--- src/rtl/mme_pkg.sv ---
// ----------------------------------------------------------------------------
// mme_pkg
// Types and constants shared by the Montgomery exponentiation block.
// ----------------------------------------------------------------------------
package mme_pkg;

  localparam int unsigned OPERAND_BITS_DEF = 32;
  localparam int unsigned FIELD_W          = 32;
  localparam int unsigned EXT_W            = 64;  // widest datapath supported
  localparam int unsigned STATUS_W         = 2;
  localparam logic [FIELD_W-1:0] MODULUS_RST = 32'd3;

  typedef enum logic [STATUS_W-1:0] {
    ST_OK         = 2'd0,
    ST_BASE_RANGE = 2'd1,
    ST_MOD_EVEN   = 2'd2
  } status_t;

  // Montgomery product kinds: operands and destination follow from the kind.
  typedef enum logic [1:0] {
    MUL_TO_MONT   = 2'd0,  // pm = base * R2
    MUL_Z         = 2'd1,  // zm = zm * pm
    MUL_SQ        = 2'd2,  // pm = pm * pm
    MUL_FROM_MONT = 2'd3   // zm = zm * 1
  } mul_op_t;

  typedef enum logic [3:0] {
    S_CACHE_INIT,
    S_CACHE_R,
    S_SAVE_R,
    S_CACHE_R2,
    S_SAVE_R2,
    S_IDLE,
    S_CHECK,
    S_EXP,
    S_SQ,
    S_MUL,
    S_MUL_FIN,
    S_OUT
  } ctl_state_t;

  typedef struct packed {
    logic    cache_init;
    logic    double_step;
    logic    save_r;
    logic    save_r2;
    logic    clear_cache;
    logic    load_item;
    logic    mul_start;
    logic    mul_step;
    logic    mul_finish;
    mul_op_t mul_op;
    logic    shift_e;
    logic    out_load;
    status_t out_status;
  } dp_cmd_t;

  typedef struct packed {
    logic m_even;
    logic base_ge_m;
    logic e_zero;
    logic e_lsb;
    logic out_busy;
  } dp_stat_t;

endpackage

--- src/rtl/montgomery_modular_exponentiation_top.sv ---
// ----------------------------------------------------------------------------
// montgomery_modular_exponentiation_top
// base^exponent mod modulus, right-to-left square-and-multiply over a
// bit-serial radix-2 Montgomery multiplier.
// ----------------------------------------------------------------------------
// Usage:
//  - cfg_* write channel loads the modulus (always ready). After a write, and
//    after reset (modulus 3), the block derives R mod M and R^2 mod M
//    (R = 2^OPERAND_BITS) with in_ready low.
//    An even modulus skips the derivation.
//  - in_* channel takes one (base, exponent) pair per transfer; one result
//    transfer (power_result, status) comes back on out_* for each one.
//  - Work per item: each Montgomery product runs bit-serially in the
//    shared multiplier. An item costs 2 products for domain entry/exit, one
//    squaring per exponent bit up to the top set bit and one extra product
//    per set bit, then the result is loaded. With 32-bit operands and
//    an all-ones exponent that is 66 products; an error status (even
//    modulus, base not below modulus) skips the products.
//  - One item is in work at a time; the next is taken as soon as the result
//    sits in the output register, even while the receiver stalls it.
//  - A stalled result holds out_valid and its payload until taken; the
//    sequencer waits only if a second result is ready before the first left.
// ----------------------------------------------------------------------------
module montgomery_modular_exponentiation_top import mme_pkg::*; #(
  parameter int unsigned OPERAND_BITS = OPERAND_BITS_DEF
) (
  input  logic                clk,
  input  logic                rst_n,
  // item input
  input  logic                in_valid,
  output logic                in_ready,
  input  logic [FIELD_W-1:0]  in_base,
  input  logic [FIELD_W-1:0]  in_exponent,
  // result output
  output logic                out_valid,
  input  logic                out_ready,
  output logic [FIELD_W-1:0]  out_power_result,
  output logic [STATUS_W-1:0] out_status,
  // modulus write
  input  logic                cfg_valid,
  output logic                cfg_ready,
  input  logic [FIELD_W-1:0]  cfg_modulus
);

  dp_cmd_t  cmd;
  dp_stat_t stat;
  logic     cfg_wr;

  // modulus register takes a write in any cycle
  assign cfg_ready = 1'b1;
  assign cfg_wr    = cfg_valid && cfg_ready;

  mme_ctrl #(
    .OPERAND_BITS (OPERAND_BITS)
  ) u_ctrl (
    .clk      (clk),
    .rst_n    (rst_n),
    .in_valid (in_valid),
    .in_ready (in_ready),
    .cfg_wr   (cfg_wr),
    .stat     (stat),
    .cmd      (cmd)
  );

  mme_datapath #(
    .OPERAND_BITS (OPERAND_BITS)
  ) u_dp (
    .clk              (clk),
    .rst_n            (rst_n),
    .cmd              (cmd),
    .stat             (stat),
    .in_base          (in_base),
    .in_exponent      (in_exponent),
    .cfg_wr           (cfg_wr),
    .cfg_modulus      (cfg_modulus),
    .out_ready        (out_ready),
    .out_valid        (out_valid),
    .out_power_result (out_power_result),
    .out_status       (out_status)
  );

endmodule

--- src/rtl/mme_datapath.sv ---
// ----------------------------------------------------------------------------
// mme_datapath
// Modulus register, R / R^2 cache, bit-serial Montgomery multiplier,
// exponent shifter and output register.
// ----------------------------------------------------------------------------
module mme_datapath import mme_pkg::*; #(
  parameter int unsigned OPERAND_BITS = OPERAND_BITS_DEF
) (
  input  logic               clk,
  input  logic               rst_n,
  input  dp_cmd_t            cmd,
  output dp_stat_t           stat,
  input  logic [FIELD_W-1:0] in_base,
  input  logic [FIELD_W-1:0] in_exponent,
  input  logic               cfg_wr,
  input  logic [FIELD_W-1:0] cfg_modulus,
  input  logic               out_ready,
  output logic               out_valid,
  output logic [FIELD_W-1:0] out_power_result,
  output logic [STATUS_W-1:0] out_status
);

  localparam int unsigned W = OPERAND_BITS;

  logic [FIELD_W-1:0] mod_r;
  logic [EXT_W-1:0]   mod_ext, base_ext, zm_ext;
  logic [W-1:0]       m_w, base_w;
  logic [W-1:0]       base_r, x_r, y_r, pm_r, zm_r, r_r, r2_r;
  logic [FIELD_W-1:0] e_r;
  logic [W:0]         acc_r, acc_nxt;
  logic [W:0]         m_ext1, red_in, red_out;
  logic [W+1:0]       sum;
  logic [W-1:0]       yv, mv, x_sel, y_sel;
  logic               xi, q;

  logic               out_valid_r, out_valid_nxt;
  logic [FIELD_W-1:0] res_r, res_nxt;
  status_t            status_r, status_nxt;

  // low W bits of the 32-bit fields
  assign mod_ext  = EXT_W'(mod_r);
  assign base_ext = EXT_W'(in_base);
  assign m_w      = mod_ext[W-1:0];
  assign base_w   = base_ext[W-1:0];
  assign m_ext1   = {1'b0, m_w};

  // shared conditional subtract: doubling and product finish
  assign red_in  = cmd.double_step ? {acc_r[W-1:0], 1'b0} : acc_r;
  assign red_out = (red_in >= m_ext1) ? (red_in - m_ext1) : red_in;

  // one radix-2 Montgomery iteration
  assign xi  = x_r[0];
  assign yv  = xi ? y_r : '0;
  assign q   = acc_r[0] ^ (xi & y_r[0]);
  assign mv  = q ? m_w : '0;
  assign sum = {1'b0, acc_r} + {2'b00, yv} + {2'b00, mv};

  always_comb begin
    case (cmd.mul_op)
      MUL_TO_MONT: begin x_sel = base_r; y_sel = r2_r; end
      MUL_Z:       begin x_sel = zm_r;   y_sel = pm_r; end
      MUL_SQ:      begin x_sel = pm_r;   y_sel = pm_r; end
      default:     begin x_sel = zm_r;   y_sel = W'(1); end
    endcase
  end

  always_comb begin
    acc_nxt = acc_r;
    if (cmd.cache_init) begin
      acc_nxt = (m_w == W'(1)) ? '0 : (W+1)'(1);
    end else if (cmd.mul_start) begin
      acc_nxt = '0;
    end else if (cmd.mul_step) begin
      acc_nxt = sum[W+1:1];
    end else if (cmd.double_step) begin
      acc_nxt = red_out;
    end
  end

  always_ff @(posedge clk) begin
    if (!rst_n) begin
      mod_r <= MODULUS_RST;
    end else if (cfg_wr) begin
      mod_r <= cfg_modulus;
    end
  end

  always_ff @(posedge clk) begin
    acc_r <= acc_nxt;
    if (cmd.mul_start) begin
      x_r <= x_sel;
      y_r <= y_sel;
    end else if (cmd.mul_step) begin
      x_r <= x_r >> 1;
    end
    if (cmd.clear_cache) begin
      r_r  <= '0;
      r2_r <= '0;
    end
    if (cmd.save_r)  r_r  <= acc_r[W-1:0];
    if (cmd.save_r2) r2_r <= acc_r[W-1:0];
    if (cmd.load_item) begin
      base_r <= base_w;
      e_r    <= in_exponent;
      zm_r   <= r_r;               // Montgomery form of 1
    end else if (cmd.mul_finish &&
                 (cmd.mul_op == MUL_Z || cmd.mul_op == MUL_FROM_MONT)) begin
      zm_r <= red_out[W-1:0];
    end
    if (cmd.mul_finish && (cmd.mul_op == MUL_TO_MONT || cmd.mul_op == MUL_SQ)) begin
      pm_r <= red_out[W-1:0];
    end
    if (cmd.shift_e) e_r <= e_r >> 1;
  end

  // output register: freed by a transfer, reloaded by the controller
  assign zm_ext = EXT_W'(zm_r);

  always_comb begin
    out_valid_nxt = out_valid_r;
    res_nxt       = res_r;
    status_nxt    = status_r;
    if (out_valid_r && out_ready) out_valid_nxt = 1'b0;
    if (cmd.out_load) begin
      out_valid_nxt = 1'b1;
      status_nxt    = cmd.out_status;
      res_nxt       = (cmd.out_status == ST_OK) ? zm_ext[FIELD_W-1:0] : '0;
    end
  end

  always_ff @(posedge clk) begin
    if (!rst_n) begin
      out_valid_r <= 1'b0;
    end else begin
      out_valid_r <= out_valid_nxt;
    end
    res_r    <= res_nxt;
    status_r <= status_nxt;
  end

  assign out_valid        = out_valid_r;
  assign out_power_result = res_r;
  assign out_status       = status_r;

  assign stat.m_even    = ~m_w[0];
  assign stat.base_ge_m = (base_r >= m_w);
  assign stat.e_zero    = (e_r == '0);
  assign stat.e_lsb     = e_r[0];
  assign stat.out_busy  = out_valid_r && !out_ready;

endmodule

--- src/rtl/mme_ctrl.sv ---
// ----------------------------------------------------------------------------
// mme_ctrl
// Sequencer: cache derivation, square-and-multiply loop, result hand-off.
// ----------------------------------------------------------------------------
module mme_ctrl import mme_pkg::*; #(
  parameter int unsigned OPERAND_BITS = OPERAND_BITS_DEF
) (
  input  logic     clk,
  input  logic     rst_n,
  input  logic     in_valid,
  output logic     in_ready,
  input  logic     cfg_wr,
  input  dp_stat_t stat,
  output dp_cmd_t  cmd
);

  localparam int unsigned CNT_W = $clog2(OPERAND_BITS);
  localparam logic [CNT_W-1:0] CNT_LAST = CNT_W'(OPERAND_BITS - 1);

  ctl_state_t       state_r, state_nxt;
  logic [CNT_W-1:0] cnt_r, cnt_nxt;
  mul_op_t          op_r, op_nxt;
  status_t          code_r, code_nxt;

  always_ff @(posedge clk) begin
    if (!rst_n) begin
      state_r <= S_CACHE_INIT;
      cnt_r   <= '0;
      op_r    <= MUL_TO_MONT;
      code_r  <= ST_OK;
    end else begin
      state_r <= state_nxt;
      cnt_r   <= cnt_nxt;
      op_r    <= op_nxt;
      code_r  <= code_nxt;
    end
  end

  always_comb begin
    state_nxt = state_r;
    cnt_nxt   = cnt_r;
    op_nxt    = op_r;
    code_nxt  = code_r;
    cmd       = '0;
    cmd.mul_op     = op_r;
    cmd.out_status = code_r;
    in_ready  = 1'b0;

    case (state_r)
      S_CACHE_INIT: begin
        if (stat.m_even) begin
          cmd.clear_cache = 1'b1;
          state_nxt       = S_IDLE;
        end else begin
          cmd.cache_init = 1'b1;
          cnt_nxt        = '0;
          state_nxt      = S_CACHE_R;
        end
      end
      S_CACHE_R, S_CACHE_R2: begin
        cmd.double_step = 1'b1;
        cnt_nxt         = cnt_r + 1'b1;
        if (cnt_r == CNT_LAST) begin
          cnt_nxt   = '0;
          state_nxt = (state_r == S_CACHE_R) ? S_SAVE_R : S_SAVE_R2;
        end
      end
      S_SAVE_R: begin
        cmd.save_r = 1'b1;
        state_nxt  = S_CACHE_R2;
      end
      S_SAVE_R2: begin
        cmd.save_r2 = 1'b1;
        state_nxt   = S_IDLE;
      end
      S_IDLE: begin
        in_ready      = 1'b1;
        cmd.load_item = in_valid;
        if (in_valid) state_nxt = S_CHECK;
      end
      S_CHECK: begin
        if (stat.m_even) begin
          code_nxt  = ST_MOD_EVEN;
          state_nxt = S_OUT;
        end else if (stat.base_ge_m) begin
          code_nxt  = ST_BASE_RANGE;
          state_nxt = S_OUT;
        end else begin
          cmd.mul_start = 1'b1;
          cmd.mul_op    = MUL_TO_MONT;
          op_nxt        = MUL_TO_MONT;
          cnt_nxt       = '0;
          state_nxt     = S_MUL;
        end
      end
      S_EXP: begin
        cmd.mul_start = 1'b1;
        cnt_nxt       = '0;
        state_nxt     = S_MUL;
        if (stat.e_zero) begin
          op_nxt = MUL_FROM_MONT;
        end else if (stat.e_lsb) begin
          op_nxt = MUL_Z;
        end else begin
          op_nxt = MUL_SQ;
        end
        cmd.mul_op = op_nxt;
      end
      S_SQ: begin
        cmd.mul_start = 1'b1;
        cmd.mul_op    = MUL_SQ;
        op_nxt        = MUL_SQ;
        cnt_nxt       = '0;
        state_nxt     = S_MUL;
      end
      S_MUL: begin
        cmd.mul_step = 1'b1;
        cnt_nxt      = cnt_r + 1'b1;
        if (cnt_r == CNT_LAST) begin
          cnt_nxt   = '0;
          state_nxt = S_MUL_FIN;
        end
      end
      S_MUL_FIN: begin
        cmd.mul_finish = 1'b1;
        case (op_r)
          MUL_TO_MONT: state_nxt = S_EXP;
          MUL_Z:       state_nxt = S_SQ;
          MUL_SQ: begin
            cmd.shift_e = 1'b1;
            state_nxt   = S_EXP;
          end
          default: begin
            code_nxt  = ST_OK;
            state_nxt = S_OUT;
          end
        endcase
      end
      S_OUT: begin
        if (!stat.out_busy) begin
          cmd.out_load = 1'b1;
          state_nxt    = S_IDLE;
        end
      end
      default: state_nxt = S_CACHE_INIT;
    endcase

    // a modulus write restarts the cache derivation
    if (cfg_wr) begin
      state_nxt     = S_CACHE_INIT;
      in_ready      = 1'b0;
      cmd.load_item = 1'b0;
    end
  end

endmodule

--- config.mk ---
export PLATFORM = sky130hd
export DESIGN_NAME = montgomery_modular_exponentiation_top
export DESIGN_NICKNAME = d
export VERILOG_FILES = /design/src/rtl/mme_pkg.sv /design/src/rtl/montgomery_modular_exponentiation_top.sv /design/src/rtl/mme_datapath.sv /design/src/rtl/mme_ctrl.sv
export SDC_FILE = /design/constraint.sdc
export NUM_CORES = 1
export LEC_CHECK = 0
export BUFFER_PORTS_ARGS = -buffer_cell sky130_fd_sc_hd__buf_2
export CELL_PAD_IN_SITES_DETAIL_PLACEMENT = 1
export CELL_PAD_IN_SITES_GLOBAL_PLACEMENT = 2
export CORE_ASPECT_RATIO = 1.5
export CORE_UTILIZATION = 37
export DETAILED_ROUTE_END_ITERATION = 7
export HOLD_SLACK_MARGIN = 0.02
export PLACE_DENSITY_LB_ADDON = 0.1
export REMOVE_ABC_BUFFERS = 1
export SLEW_MARGIN = 20
export SYNTH_ARGS = -nofsm -noshare
export SYNTH_HDL_FRONTEND = slang
export SYNTH_SLANG_ARGS = --single-unit
--- constraint.sdc ---
create_clock -name clk -period 5.2 [get_ports clk]
set_clock_uncertainty 0.15 [all_clocks]
set_input_delay 0.26 -clock clk [delete_from_list [all_inputs] [get_ports clk]]
set_output_delay 0.26 -clock clk [all_outputs]
set_load 0.005 [all_outputs]
==> results of run 1 <==
==> power breakdown <==
group | total, uW | internal, uW | leakage [uW] | switching (uW)
Sequential | 3850 | 3690 | 0.00338 | 160
Combinational | 5220 | 2040 | 0.00631 | 3180
Clock | 2980 | 1720 | 0.000668 | 1270
Total | 12100 | 7440 | 0.0104 | 4610
==> kinds of logic (layout without fill, tap and decap cells) <==
kind of cell,count (synthesis),in the layout,share of synthesized area (%)
and+or+nand+nor,656,656,14.5
xor gates and xnor gates,50,50,2.06
buffers and inverters,281,549,5.16
adders and majority gates,134,134,9.04
other,1,1,0.0176
DFF,369,369,49.8
AOI/OAI and AO/OA,489,489,14.6
muxes,94,94,4.78
==> repair_timing <==
| action | CTS | global route |
|---|---|---|
| hold buffers | 98 | 0 |
| gates resized for setup | 0 | 0 |
| endpoints found under the hold margin | 98 | 0 |
==> layout make-up <==
cell class	instances	area share, %
sequential	369	41.6
clock inverter	16	0.555
timing repair buffer	304	8.88
inverter	169	2.49
multi-input combinational	1424	37.9
tap	763	3.75
clock buffer	60	4.75
==> placed cells by master, fill, tap and decap left out, types with 42 or more instances in the layout <==
| cell | instances |
|---|---|
| nand2_1 | 225 |
| dfxtp_1 | 47 |
| nor2_1 | 148 |
| dlygate4sd3_1 | 98 |
| mux2i_1 | 42 |
| edfxtp_1 | 322 |
| clkbuf_16 | 43 |
| buf_2 | 136 |
| o21ai_0 | 144 |
| a21oi_1 | 101 |
| a22oi_1 | 65 |
| nor3_1 | 55 |
| inv_1 | 168 |
| and2_1 | 72 |
| ha_1 | 100 |
| buf_4 | 64 |
| nor2b_1 | 42 |
| mux2_2 | 49 |
==> through the flow <==
stage	setup TNS (ns)	instance area (um^2)	power, uW	util (%)
after floorplan	-420.53	20800	7380	-
after global placement	0	23100	8980	40.8
after detailed placement	0	23100	9050	40.8
after CTS	0	25500	12200	44.9
after global routing	0	25500	12800	44.9
final	0	25500	12100	44.9
==> worst max-delay path by stage <==
stage                          end  cells after the start
floorplan           u_dp.acc_r[13]                     12
global placement     u_dp.zm_r[29]                     13
detailed placement  u_dp.acc_r[31]                     15
CTS                 u_dp.acc_r[31]                     15
global route        u_dp.acc_r[31]                     15
finish               u_dp.zm_r[18]                     15
==> per-layer routing <==
metal  routed length [um]  vias up  global-route usage (%)  share of wire [%]
li1                     -     7886                       -                  -
met1                30400     8603                    30.2                 39
met2                41100      398                    50.5                 53
met3                 2830      138                    3.33                3.6
met4                 3420        0                    11.2                4.4
met5                    0        -                       0                  0
==> metrics.txt, run 1 <==
Pwr per Cell Area=about 470 nW/um^2; clk buf depth=3; DIE AREA=58500 um^2; Tcrit/Tclk final=92.4%; asr flop ratio synth=0%; Chip Width=~200 um; critical path's largest stage delay=slightly below 0.7 ns; Multi-input gate area=a little under 10000 um^2; crit-path cells=inv_1, nand2_1, o21ai_0, ha_1, inv_1, fa_1, a21o_1, a31oi_1, o21ai_0, a221oi_1, a2bb2oi_1, nor3b_1, a221oi_1, a21oi_1, mux2_2; Starting Density=between 30% and 40%; Routed Antenna Nets=0; synthesis-stage register bit count=~370; gr ovfl total=0; Hold Path Depth=2; Worst Hold End=u_dp.m_w[0]; Worst setup SP type=flop; Pre-antenna DRT Iters=5; antenna cells=0; GRT Resource Usage Total=a little over a quarter; Avg WL per Cell=between 20 and 30 um; Seq/Total Area, Yosys=49.8%; CP Buf/Inv Count=2; worst hold margin=just under 0.2 ns; Place WS=0.404 ns; leading area contributor after synthesis=edfxtp_1; total wire length=77700 um; die height=296 um; Top reg by flops=u_dp.acc_r; Post-DP HPWL=54200 um; Worst Reg-to-Reg Cells=15; nature of the critical path endpoint=flop; largest net degree at the start of global routing=between 60 and 70; Mapped Cells=roughly 2100; # setup viols final=0; count leader, synth=edfxtp_1; Crit Path Category=flop to flop; Tmin final=4.81 ns; post-synthesis instance area=roughly 21000 um^2; Worst path top cell family by delay=compound AO/OA/AOI/OAI gates; fmax=208 MHz; setup ws final=roughly 0.39 ns; # DRC=0; CTS Buf Count=approximately 40; Worst EP arrival=4.97 ns; num ports=between 100 and 150; Worst Path Max Fanout=15; CP max-delay cell=a221oi_1; Initial DRC Count=908; dpl cells=2931; Clock Sinks=369; Area growth, synth to finish=19.7%; CTS clk-pin slew, worst paths=0.06 ns; Via-to-Cell Ratio=5.48; Slew @ Worst Pin=approximately 1.2 ns; max FFs per register=33; worst reg-to-reg setup slack=0.39 ns; top post-synthesis cells by count=edfxtp_1, nand2_1, inv_1, nor2_1, o21ai_0; register area=10600 um^2; fill count=6347; H-tree Lvls=2; Most used DFF post-synth=edfxtp_1; Setup crit start=u_ctrl.state_r[3]; P_leak=between 0.01 and 0.015 uW; routability cong.=0.880; Rel. slew slack=around a fifth; status=complete, no violations; vias in the first global route=~18000; RR Startpoint=u_ctrl.state_r[3]; first-pass GRT wire length=114000 um; area of the core=roughly 57000 um^2; share of the synthesized area in the top cell type=45.4%; root cell of the clock tree=clkbuf_16; min-delay worst type=input port to flop; RR Endpoint=u_dp.zm_r[18]; PortBufs=136; post-CTS setup buffers=0; CTS tree=built; number of flops mapped to enable cells by yosys=about 320; FP Rows=107; library cells used by synthesis=74; Via Count=17000; Synth Warn #=0; initial antenna violation count=0; synth top area cells=edfxtp_1, ha_1, dfxtp_1, nand2_1, o21ai_0; Post-Syn Area per Cell=10.3 um^2; Final nets=2544; Critical Path RT=5.37 ns; worst skew pair latency=0.58 ns; Hold Path Origin=rst_n; fin cells=slightly above 3000; RSZ-0062 raised after global routing=false; share of post-route cells with drive strength above 1=between 10% and 20%; maxcap violations=0; Final Max Tran Viols=0; Hold Fails Final Rpt=0; VDD IR-drop max=216 uV
Power figures use the tool's default switching activity.
==> inputs of run 2 (changes only) <==
- CORE_MARGIN: default -> 2
==> metrics.txt, run 2 (same netlist as run 1, synthesis figures left out) <==
status=complete, no violations; clk buf depth=3; H-tree Lvls=2; DR top layer=met4; CP Buf/Inv Count=4; Worst Reg-to-Reg Cells=18; routability cong.=between 0.9 and 1; Crit Path Category=flop to flop; Slew @ Worst Pin=roughly 0.94 ns; DIE AREA=between 50000 and 60000 um^2; Worst EP arrival=5.16 ns; Initial DRC Count=between 800 and 900; maxcap violations=0; Avg WL per Cell=25.9 um; PortBufs=136; Worst setup SP type=flop; nature of the critical path endpoint=flop; min-delay worst type=input port to flop; Worst Path Max Fanout=15; gr ovfl total=0; fmax=203 MHz; share of post-route cells with drive strength above 1=between 10 and 15%; Hold Path Depth=3; Rel. slew slack=roughly 37%; Area growth, synth to finish=19.6%; root cell of the clock tree=clkbuf_16; Hold Path Origin=rst_n; max FFs per register=33; met2 WL=42700 um; Worst path top cell family by delay=compound AO/OA/AOI/OAI gates; fill count=~6300; CTS tree=built; CTS Buf Count=42; Multi-input gate area=around 9700 um^2; worst reg-to-reg setup slack=around 0.28 ns; Routed Antenna Nets=0; setup TNS=0 ns; P_leak=0.0104 uW; initial antenna violation count=1; Post-DP HPWL=56400 um; Pre-antenna DRT Iters=5; Final nets=around 2500; Top reg by flops=u_dp.acc_r; VDD IR-drop max=about 280 uV; Critical Path RT=5.44 ns; FP Rows=roughly 110; Pwr per Cell Area=477 nW/um^2; RR Endpoint=u_dp.acc_r[24]; worst hold margin=approximately 0.11 ns; register area=about 11000 um^2; worst skew pair latency=0.59 ns; Final Max Tran Viols=0; total wire length=80300 um; # DRC=0; Via-to-Cell Ratio=5.48; CTS clk-pin slew, worst paths=0.06 ns; Tcrit/Tclk final=94.5%; GRT Resource Usage Total=around 27%; crit-path cells=xnor2_2, buf_4, nand2_1, fa_1, inv_1, ha_1, inv_1, fa_1, nand2b_1, a21oi_1, o41ai_1, buf_4, o21a_1, o21ai_0, a31oi_1, o21ai_0, nand2b_1, o2bb2ai_1; die height=around 300 um; antenna cells=0; RR Startpoint=u_dp.acc_r[0]; met3 wire length=2670 um; Starting Density=37.4%; most frequent cells in the layout=edfxtp_1, nand2_1, inv_1; num ports=138; Clock Sinks=369; largest net degree at the start of global routing=66; critical path's largest stage delay=0.51 ns; CP max-delay cell=edfxtp_1; Worst Hold End=u_dp.m_w[0]; area of the core=56900 um^2; WL met1=31400 um; vias in the first global route=18400; RSZ-0062 raised after global routing=false; commonest non-fill, non-tap cell in the layout=edfxtp_1; # setup viols final=0; first-pass GRT wire length=119000 um; Tmin final=4.92 ns; CTS resizes=0; Hold Fails Final Rpt=0; Via Count=around 17000; Chip Width=around 200 um
-- run 2: cell count changes in the layout (fill, tap and decap cells not counted), moves of 2 or more --
cell	delta
buf_4	-6
clkinv_2	+4
clkbuf_8	-3
inv_6	+2
-- run 2: timing repair --
action / in CTS / in global routing
buffers inserted: 0 / 0
endpoints found under the hold margin: 98 / 0
hold buffers: 98 / 0
-- run 2: per-stage QoR --
step	util, %	std cells	setup WS (ns)	power (uW)	cell area, um^2
final	44.7	3102	0.284	12200	25500
after global routing	44.7	3102	0.0400	12900	25500
after CTS	44.7	3102	0.355	12200	25500
after detailed placement	40.6	2926	0.426	9090	23100
after global placement	40.6	2926	0.401	9010	23100
after floorplan	-	1962	-2.64	7380	20800
-- run 2: layout make-up --
| type | count | share of cell area [%] |
|---|---|---|
| sequential | 369 | 41.7 |
| multi-input combinational | 1424 | 38.0 |
| timing repair buffer | 299 | 8.79 |
| clock buffer | 55 | 4.48 |
| tap | 763 | 3.75 |
| inverter | 169 | 2.49 |
| clock inverter | 23 | 0.850 |
-- run 2: metal layers --
layer | vias to the layer above | global-route usage, %
met2 | 395 | 50.9
met5 | - | 0
met4 | 0 | 10.7
li1 | 7878 | -
met3 | 132 | 2.99
met1 | 8587 | 31.6
-- run 2: worst max-delay path by stage --
stage | start | to | slack (ns) | depth (start not counted)
2_1_floorplan | u_ctrl.state_r[0] | u_dp.acc_r[13] | -2.64 | 12
3_3_place_gp | u_dp.acc_r[0] | u_dp.acc_r[24] | 0.40 | 18
3_5_place_dp | u_dp.acc_r[0] | u_dp.acc_r[24] | 0.43 | 18
4_1_cts | u_dp.acc_r[0] | u_dp.acc_r[24] | 0.35 | 18
5_1_grt | u_dp.acc_r[0] | u_dp.acc_r[24] | 0.04 | 18
6_report | u_dp.acc_r[0] | u_dp.acc_r[24] | 0.28 | 18
-- run 2: tightest hold or removal path, cell delays in order --
cell     delay [ns]
buf_2          0.09
buf_4          0.30
nand2_1        0.12
-- run 2: where the power goes --
group,internal (uW),total [uW],switching (uW)
Clock,1710,3040,1330
Combinational,2050,5270,3220
Sequential,3690,3850,162
